==> config.mk <==
export PLATFORM = sky130hd
export DESIGN_NAME = arp_responder_and_cache
export DESIGN_NICKNAME = d
export VERILOG_FILES = /design/src/rtl/arpc_pkg.sv /design/src/rtl/arpc_ctrl.sv /design/src/rtl/arpc_dp.sv /design/src/rtl/arp_responder_and_cache.sv
export SDC_FILE = /design/constraint.sdc
export NUM_CORES = 2
export LEC_CHECK = 0
export BUFFER_PORTS_ARGS = -buffer_cell sky130_fd_sc_hd__buf_2
export CAP_MARGIN = 20
export CORE_MARGIN = 2
export CORE_UTILIZATION = 40
export DETAILED_ROUTE_END_ITERATION = 12
export GPL_TIMING_DRIVEN = 0
export PLACE_DENSITY = 0.63
export SLEW_MARGIN = 20
export SYNTH_ARGS = -nofsm -noshare
export SYNTH_HDL_FRONTEND = slang
export SYNTH_SLANG_ARGS = --single-unit
==> constraint.sdc <==
create_clock -name clk -period 13.6 [get_ports clk]
set_input_delay 2.72 -clock clk [delete_from_list [all_inputs] [get_ports clk]]
set_output_delay 2.72 -clock clk [all_outputs]
set_load 0.005 [all_outputs]
==> src/rtl/arpc_pkg.sv <==
// ----------------------------------------------------------------------------
// ARP responder and cache package
// Shared types, codes and sizing constants of the ARP responder and cache.
// ----------------------------------------------------------------------------
package arpc_pkg;

  localparam int TABLE_ENTRIES = 32;
  localparam int IDX_W = (TABLE_ENTRIES > 1) ? $clog2(TABLE_ENTRIES) : 1;
  localparam int CNT_W = $clog2(TABLE_ENTRIES + 1);

  localparam logic [31:0] OWN_IP_RESET = 32'hC0A8_0074;
  localparam logic [15:0] OP_REQUEST   = 16'd1;
  localparam logic [15:0] OP_REPLY     = 16'd2;
  localparam logic [15:0] HW_ETHERNET  = 16'd1;
  localparam logic [15:0] PROTO_IPV4   = 16'h0800;
  localparam logic [47:0] MAC_BCAST    = 48'hFFFF_FFFF_FFFF;

  localparam logic CFG_OWN_IP  = 1'b0;
  localparam logic CFG_OWN_MAC = 1'b1;

  typedef enum logic [1:0] {
    MODE_RX     = 2'd0,
    MODE_LOOKUP = 2'd1,
    MODE_SEND   = 2'd2,
    MODE_NONE   = 2'd3
  } mode_t;

  typedef enum logic [1:0] {
    FOP_NONE    = 2'd0,
    FOP_REQUEST = 2'd1,
    FOP_REPLY   = 2'd2
  } frame_op_t;

  typedef enum logic [2:0] {
    OUT_NOT_ME   = 3'd0,
    OUT_REPLIED  = 3'd1,
    OUT_CACHED   = 3'd2,
    OUT_IGNORED  = 3'd3,
    OUT_LOOKUP   = 3'd4,
    OUT_REQ_SENT = 3'd5
  } outcome_t;

  typedef enum logic [1:0] {
    ST_IDLE,
    ST_DECODE,
    ST_SCAN,
    ST_FINISH
  } state_t;

  typedef struct packed {
    mode_t       mode;
    logic [15:0] op_code;
    logic [15:0] hw_type;
    logic [15:0] proto_type;
    logic [47:0] sender_mac;
    logic [31:0] sender_ip;
    logic [31:0] target_ip;
  } item_t;

  typedef struct packed {
    logic        frame_valid;
    frame_op_t   frame_op;
    logic [15:0] frame_hw_type;
    logic [15:0] frame_proto_type;
    logic [47:0] frame_target_mac;
    logic [31:0] frame_target_ip;
    logic        lookup_hit;
    logic [47:0] lookup_mac;
    outcome_t    outcome;
  } result_t;

  typedef struct packed {
    logic take_in;
    logic scan_clear;
    logic scan_run;
    logic load_out;
  } cmd_t;

  typedef struct packed {
    mode_t mode;
    logic  scan_done;
    logic  out_free;
  } status_t;

endpackage

==> src/rtl/arpc_ctrl.sv <==
// ----------------------------------------------------------------------------
// ARP responder and cache controller
// Sequences item intake, the cache scan of a lookup and the result load.
// ----------------------------------------------------------------------------
module arpc_ctrl (
  input  logic             clk,
  input  logic             rst_n,
  input  logic             in_tvalid,
  output logic             in_tready,
  input  arpc_pkg::status_t sts,
  output arpc_pkg::cmd_t    cmd
);
  import arpc_pkg::*;

  state_t state_r;
  state_t state_nxt;

  always_ff @(posedge clk) begin
    if (!rst_n) begin
      state_r <= ST_IDLE;
    end else begin
      state_r <= state_nxt;
    end
  end

  always_comb begin
    state_nxt = state_r;
    unique case (state_r)
      ST_IDLE: begin
        if (in_tvalid) begin
          state_nxt = ST_DECODE;
        end
      end
      ST_DECODE: begin
        if (sts.mode == MODE_LOOKUP) begin
          state_nxt = ST_SCAN;
        end else if (sts.out_free) begin
          state_nxt = ST_IDLE;
        end
      end
      ST_SCAN: begin
        if (sts.scan_done) begin
          state_nxt = ST_FINISH;
        end
      end
      ST_FINISH: begin
        if (sts.out_free) begin
          state_nxt = ST_IDLE;
        end
      end
      default: state_nxt = ST_IDLE;
    endcase
  end

  always_comb begin
    in_tready = 1'b0;
    cmd       = '0;
    unique case (state_r)
      ST_IDLE: begin
        in_tready   = 1'b1;
        cmd.take_in = in_tvalid;
      end
      ST_DECODE: begin
        if (sts.mode == MODE_LOOKUP) begin
          cmd.scan_clear = 1'b1;
        end else begin
          cmd.load_out = sts.out_free;
        end
      end
      ST_SCAN: begin
        cmd.scan_run = 1'b1;
      end
      ST_FINISH: begin
        cmd.load_out = sts.out_free;
      end
      default: begin
        cmd = '0;
      end
    endcase
  end

endmodule

==> src/rtl/arpc_dp.sv <==
// ----------------------------------------------------------------------------
// ARP responder and cache datapath
// Configuration, item register, address cache memory with valid bits,
// lookup scan pipeline and result register.
// ----------------------------------------------------------------------------
module arpc_dp (
  input  logic              clk,
  input  logic              rst_n,
  input  logic              cfg_we,
  input  logic              cfg_idx,
  input  logic [47:0]       cfg_wdata,
  input  arpc_pkg::item_t   in_item,
  input  logic              out_tready,
  output logic              out_tvalid,
  output arpc_pkg::result_t out_res,
  input  arpc_pkg::cmd_t    cmd,
  output arpc_pkg::status_t sts
);
  import arpc_pkg::*;

  logic [31:0]      own_ip_r;
  logic [47:0]      own_mac_r;
  item_t            item_r;
  logic [79:0]      mem [TABLE_ENTRIES];
  logic [TABLE_ENTRIES-1:0] vld_r;
  logic [IDX_W-1:0] slot_r;
  logic [CNT_W-1:0] scan_addr_r;
  logic             rd_vld_r;
  logic [IDX_W-1:0] rd_idx_r;
  logic [79:0]      rd_data_r;
  logic             rd_ok_r;
  logic             hit_r;
  logic [47:0]      lmac_r;
  logic             out_tvalid_r;
  result_t          out_res_r;
  result_t          res_nxt;
  logic             for_me;
  logic             do_store;
  logic             issue;
  logic             match;
  logic [31:0]      rd_ip;
  logic [47:0]      rd_mac;

  always_ff @(posedge clk) begin
    if (!rst_n) begin
      own_ip_r  <= OWN_IP_RESET;
      own_mac_r <= '0;
    end else if (cfg_we) begin
      unique case (cfg_idx)
        CFG_OWN_IP:  own_ip_r  <= cfg_wdata[31:0];
        CFG_OWN_MAC: own_mac_r <= cfg_wdata;
        default:     own_ip_r  <= own_ip_r;
      endcase
    end
  end

  always_ff @(posedge clk) begin
    if (cmd.take_in) begin
      item_r <= in_item;
    end
  end

  assign for_me   = (item_r.target_ip == own_ip_r);
  assign do_store = cmd.load_out && (item_r.mode == MODE_RX) && for_me &&
                    (item_r.op_code == OP_REPLY);
  assign issue    = cmd.scan_run && (scan_addr_r != CNT_W'(TABLE_ENTRIES));

  always_ff @(posedge clk) begin
    if (do_store) begin
      mem[slot_r] <= {item_r.sender_mac, item_r.sender_ip};
    end
    if (issue) begin
      rd_data_r <= mem[scan_addr_r[IDX_W-1:0]];
      rd_ok_r   <= vld_r[scan_addr_r[IDX_W-1:0]];
      rd_idx_r  <= scan_addr_r[IDX_W-1:0];
    end
  end

  always_ff @(posedge clk) begin
    if (!rst_n) begin
      vld_r  <= '0;
      slot_r <= '0;
    end else if (do_store) begin
      vld_r[slot_r] <= 1'b1;
      if (slot_r == IDX_W'(TABLE_ENTRIES - 1)) begin
        slot_r <= '0;
      end else begin
        slot_r <= slot_r + 1'b1;
      end
    end
  end

  assign rd_ip  = rd_ok_r ? rd_data_r[31:0]  : 32'd0;
  assign rd_mac = rd_ok_r ? rd_data_r[79:32] : 48'd0;
  assign match  = rd_vld_r && (rd_ip == item_r.target_ip);

  always_ff @(posedge clk) begin
    if (!rst_n) begin
      scan_addr_r <= '0;
      rd_vld_r    <= 1'b0;
      hit_r       <= 1'b0;
      lmac_r      <= '0;
    end else if (cmd.scan_clear) begin
      scan_addr_r <= '0;
      rd_vld_r    <= 1'b0;
      hit_r       <= 1'b0;
      lmac_r      <= '0;
    end else begin
      rd_vld_r <= issue;
      if (issue) begin
        scan_addr_r <= scan_addr_r + 1'b1;
      end
      if (match && !hit_r) begin
        hit_r  <= 1'b1;
        lmac_r <= rd_mac;
      end
    end
  end

  always_comb begin
    res_nxt = '0;
    unique case (item_r.mode)
      MODE_RX: begin
        if (!for_me) begin
          res_nxt.outcome = OUT_NOT_ME;
        end else if (item_r.op_code == OP_REQUEST) begin
          res_nxt.frame_valid      = 1'b1;
          res_nxt.frame_op         = FOP_REPLY;
          res_nxt.frame_hw_type    = item_r.hw_type;
          res_nxt.frame_proto_type = item_r.proto_type;
          res_nxt.frame_target_mac = item_r.sender_mac;
          res_nxt.frame_target_ip  = item_r.sender_ip;
          res_nxt.outcome          = OUT_REPLIED;
        end else if (item_r.op_code == OP_REPLY) begin
          res_nxt.outcome = OUT_CACHED;
        end else begin
          res_nxt.outcome = OUT_IGNORED;
        end
      end
      MODE_LOOKUP: begin
        res_nxt.lookup_hit = hit_r;
        res_nxt.lookup_mac = lmac_r;
        res_nxt.outcome    = OUT_LOOKUP;
      end
      MODE_SEND: begin
        res_nxt.frame_valid      = 1'b1;
        res_nxt.frame_op         = FOP_REQUEST;
        res_nxt.frame_hw_type    = HW_ETHERNET;
        res_nxt.frame_proto_type = PROTO_IPV4;
        res_nxt.frame_target_mac = MAC_BCAST;
        res_nxt.frame_target_ip  = item_r.target_ip;
        res_nxt.outcome          = OUT_REQ_SENT;
      end
      MODE_NONE: begin
        res_nxt.outcome = OUT_IGNORED;
      end
      default: begin
        res_nxt.outcome = OUT_IGNORED;
      end
    endcase
  end

  always_ff @(posedge clk) begin
    if (!rst_n) begin
      out_tvalid_r <= 1'b0;
    end else if (cmd.load_out) begin
      out_tvalid_r <= 1'b1;
    end else if (out_tready) begin
      out_tvalid_r <= 1'b0;
    end
  end

  always_ff @(posedge clk) begin
    if (cmd.load_out) begin
      out_res_r <= res_nxt;
    end
  end

  assign out_tvalid    = out_tvalid_r;
  assign out_res       = out_res_r;
  assign sts.mode      = item_r.mode;
  assign sts.out_free  = !out_tvalid_r || out_tready;
  assign sts.scan_done = match || (rd_vld_r && (rd_idx_r == IDX_W'(TABLE_ENTRIES - 1)));

  a_load_when_free: assert property (@(posedge clk) disable iff (!rst_n)
    cmd.load_out |-> (!out_tvalid_r || out_tready))
    else $error("result loaded over an unaccepted result");

  a_slot_range: assert property (@(posedge clk) disable iff (!rst_n)
    slot_r <= IDX_W'(TABLE_ENTRIES - 1))
    else $error("insert slot beyond table");

  a_hit_only_lookup: assert property (@(posedge clk) disable iff (!rst_n)
    (out_tvalid_r && out_res_r.lookup_hit) |-> (out_res_r.outcome == OUT_LOOKUP))
    else $error("lookup hit flagged on a non-lookup result");

  a_no_scan_store: assert property (@(posedge clk) disable iff (!rst_n)
    issue |-> !do_store)
    else $error("cache written during a scan");

endmodule

==> src/rtl/arp_responder_and_cache.sv <==
// ----------------------------------------------------------------------------
// ARP responder and cache
// Answers ARP requests, learns replies into an address cache, resolves
// lookups against the cache and generates broadcast ARP requests.
// ----------------------------------------------------------------------------
// Items enter on the in_ stream; in_tuser selects received packet, cache
// lookup or send request. Every item yields exactly one result item on the
// out_ stream, whose out_tuser carries the outcome code.
// The block holds one item at a time. A packet or send request passes from
// the item register into the result register once that register is free,
// and only then is the next item taken. A lookup reads the cache memory one
// entry per cycle, stopping at the first match or at the last entry; each
// read is registered at the memory read port before it is compared.
// The result register lets the next item be accepted while a result still
// waits; if the receiver stalls longer, the following result holds in the
// block and in_tready stays low until out_tready frees the register.
// Reset empties the cache (all entries read as zero IP and zero MAC), sets the
// insert slot to zero and own_ip to 192.168.0.116. The user must write own_ip
// and own_mac through the cfg_ port while idle; the block does not enforce it.
// ----------------------------------------------------------------------------
module arp_responder_and_cache (
  input  logic         clk,
  input  logic         rst_n,
  input  logic         cfg_we,
  input  logic         cfg_idx,
  input  logic [47:0]  cfg_wdata,
  input  logic         in_tvalid,
  output logic         in_tready,
  // op_code, hw_type, proto_type, sender_mac, sender_ip, target_ip
  input  logic [159:0] in_tdata,
  // mode
  input  logic [1:0]   in_tuser,
  output logic         out_tvalid,
  input  logic         out_tready,
  // frame_valid, frame_op, frame_hw_type, frame_proto_type, frame_target_mac,
  // frame_target_ip, lookup_hit, lookup_mac, zero padding
  output logic [167:0] out_tdata,
  // outcome
  output logic [2:0]   out_tuser
);
  import arpc_pkg::*;

  item_t   in_item;
  result_t out_res;
  cmd_t    cmd;
  status_t sts;

  assign in_item.mode       = mode_t'(in_tuser);
  assign in_item.op_code    = in_tdata[15:0];
  assign in_item.hw_type    = in_tdata[31:16];
  assign in_item.proto_type = in_tdata[47:32];
  assign in_item.sender_mac = in_tdata[95:48];
  assign in_item.sender_ip  = in_tdata[127:96];
  assign in_item.target_ip  = in_tdata[159:128];

  arpc_ctrl u_ctrl (
    .clk       (clk),
    .rst_n     (rst_n),
    .in_tvalid (in_tvalid),
    .in_tready (in_tready),
    .sts       (sts),
    .cmd       (cmd)
  );

  arpc_dp u_dp (
    .clk        (clk),
    .rst_n      (rst_n),
    .cfg_we     (cfg_we),
    .cfg_idx    (cfg_idx),
    .cfg_wdata  (cfg_wdata),
    .in_item    (in_item),
    .out_tready (out_tready),
    .out_tvalid (out_tvalid),
    .out_res    (out_res),
    .cmd        (cmd),
    .sts        (sts)
  );

  assign out_tdata = {4'd0,
                      out_res.lookup_mac,
                      out_res.lookup_hit,
                      out_res.frame_target_ip,
                      out_res.frame_target_mac,
                      out_res.frame_proto_type,
                      out_res.frame_hw_type,
                      out_res.frame_op,
                      out_res.frame_valid};
  assign out_tuser = out_res.outcome;

endmodule
==> run metrics <==
outcome completed; CP Class input port to register; clk sinks about 3100; Async S/R FF share, synth 0%; CTS Hold Buffers Added 0; Static Leak 43.0 nW; DIE WIDTH about 540 um; CP Capture Type register; pin count of the biggest net entering global routing 51; Psw between 4 and 5 mW; synthesized area 0.117 mm2; fmax 0.178 GHz; P&R area growth vs syn 17.6%; CTS resizes 0; nets 6066; Compound-Gate Fraction of Synth Area 1.25%; Post-synth EDFFs just under 3000; XOR/XNOR share of the synthesized area 0.345%; most frequent cell after synthesis edfxtp_1; Root Buffer clkbuf_16; Fin. Hold Viols 0; initial antenna violation count 21; top post-synthesis cells by area edfxtp_1 (76%), mux4_2 (16%), dfxtp_1 (2.2%); Synth area leader edfxtp_1; register area share after synthesis 78.7%; final RePlAce weighted congestion 0.801; H-tree level count 5; Tmin final 5.63 ns; placed cell count 9375; drt pass-1 iters 5; reg-to-reg startpoint u_dp.item_r[155]; Simple-Gate Fraction of Synth Area 1.79%; total CTS buffers 324; Hold Startpoint u_dp.scan_addr_r[2]; Post-Layout Cell Count between 10000 and 15000; total gr overflow 0; maxcap violations 0; Worst EP arrival 6.17 ns; average cell area after synthesis ~23 um2; die area 0.296 mm2; Tot GR Track Use 21.6%; PD cells 145 mW/mm2; Mapped Cells 4983; WL per Instance around 32 um; num rows 198; Initial Util between 40% and 50%; Pwr Total ~20 mW; actual slew at the worst max-slew pin 1.19 ns; post-synth cell types 56; Layout fillers 23600; Synth Flop Type edfxtp_1; sequential share of power 54.1%; HPWL after DPL 204 mm; # port buffers 368; Synth Register Bits 3103; post-CTS setup buffers 0; clock buffer depth 4; synth warn 0; Synth top area share between 70 and 80%; worst-skew pair later-pin latency around 0.9 ns; drt first-iter violations 7341; Post-Synth Adder-Cell Area 0.118%; Vias/cell 5.74; vias in the first global route 58000; # IOs a little under 400; Comb pwr share 3.0%; max_slew headroom 20.8%; largest family of logic cells by synthesized area multiplexers; layout cell share with drive strength beyond 1 ~33%; Worst Path Max Fanout 26; RSZ-0062 raised after global routing false; DRC 0; fin util 47.2%; die height between 500 and 600 um; Hold Path Class register to register; count of final setup violators 0; sw frac 21.1%; Antenna Violating Nets Remaining 0; critical path startpoint category input port; peak supply drop roughly 0.1 mV; Critical Path Start out_tready; final worst-path cycle share 41.4%; Pins Over Slew Limit 0; clk_skew around 0.074 ns; commonest cells in the netlist edfxtp_1 (2975), mux4_2 (810), clkbuf_1 (198); proportion of synthesized area in mux cells about 17%; Via Count between 50000 and 60000; core area ~0.29 mm2; DRT Wirelength about 320 mm; TritonCTS clock tree done; Worst EP required 14.14 ns; global-route wire length before repair approximately 450 mm; Int Pwr 15.7 mW; clock slew seen by the registers of the worst setup and hold paths 0.06 ns; Clk pwr share 42.9%
[worst paths after layout]
check / end / slack [ns] / cells past startpoint
setup reg to reg: u_dp.mem[13][51] / 9.02 / 9
hold reg to reg: u_dp.rd_idx_r[2] / 0.44 / 0
hold / removal: u_dp.rd_idx_r[2] / 0.44 / 0
setup / recovery: u_dp.mem[13][51] / 7.97 / 10
[worst max-delay path, cell delays in order]
cell      delay (ns)
buf_2           0.09
nand2b_1        0.12
nand2_1         0.15
nor4_1          0.67
and4_1          0.35
clkbuf_1        0.38
clkbuf_1        0.45
and3_4          0.59
buf_12          0.27
buf_16          0.26
[power by group through the flow]
stage / Combinational (mW) / Sequential [mW] / Clock (mW)
detailed placement: 0.535 / 11.0 / 0
global route: 0.645 / 10.8 / 9.03
CTS: 0.537 / 10.8 / 8.66
global placement: 0.470 / 11.1 / 0
finish: 0.607 / 10.8 / 8.55
floorplan: 0.266 / 11.0 / 0
[cell type report]
class | count | area, um2 | share of cell area [%]
antenna | 14 | 35.0 | 0.0255
buffer | 265 | 1180 | 0.860
clock buffer | 411 | 8590 | 6.26
clock inverter | 166 | 1480 | 1.08
inverter | 15 | 56.3 | 0.0410
multi-input combinational | 1603 | 23900 | 17.4
sequential | 3103 | 91900 | 66.9
tap | 3900 | 4880 | 3.55
timing repair buffer | 527 | 5320 | 3.87
[per-stage QoR]
stage / hold slack (ns) / cell area, um2 / worst slack (ns) / TNS, ns
finish: 0.439 / 137000 / 7.97 / 0
global route: 0.457 / 137000 / 7.84 / 0
CTS: 0.442 / 137000 / 8.02 / 0
detailed placement: 0.427 / 127000 / 7.11 / 0
global placement: 0.417 / 124000 / -2.15 / -340.27
floorplan: 0.406 / 117000 / 3.06 / 0
[state kept, by name (all words and copies together), names as in the netlist]
signal            count
u_ctrl.state_r        2
u_dp.hit_r            1
u_dp.item_r         160
u_dp.lmac_r          48
u_dp.mem           2560
u_dp.out_res        167
u_dp.out_tvalid       1
u_dp.own_ip_r        32
u_dp.rd_data_r       80
u_dp.rd_idx_r         5
u_dp.rd_ok_r          1
u_dp.rd_vld_r         1
u_dp.scan_addr_r      6
u_dp.slot_r           5
u_dp.sts              2
u_dp.vld_r           32
[layout by cell type, fill, tap and decap left out, types with 11 or more instances in the layout]
cell type and n:
clkinv_2 51, nand2_1 184, nand3_1 15, mux2_2 81
nand4_1 14, a21o_1 50, clkinvlp_4 11, mux4_2 810
and3_4 32, clkbuf_16 329, a21boi_0 29, and2_1 80
buf_2 418, o21a_1 35, edfxtp_1 2975, buf_16 77
dfxtp_1 128, inv_6 11, clkbuf_2 63, buf_8 47
nor2_1 25, clkinv_1 59, diode_2 14, inv_1 15
clkbuf_1 214, a22o_1 33, xnor2_1 36, buf_12 30
o21ai_0 12, bufinv_16 19, mux2i_1 51
[cell families after synthesis]
kind of cell,after synthesis
multiplexers,942
flip-flops,3103
adder cells (fa/ha/maj),11
XOR/XNOR,46
AO/OA/AOI/OAI,191
buffers and inverters,280
other,1
AND/OR/NAND/NOR,409
[metal layers]
metal / global-route usage [%] / vias up / routed length [um]
li1: - / 22800 / -
met1: 28.5 / 31100 / 123000
met2: 36.2 / 3001 / 161000
met3: 3.59 / 523 / 27500
met4: 8.01 / 12 / 12200
met5: 0 / - / 63
Note: power is estimated with default switching activity, not from simulation.
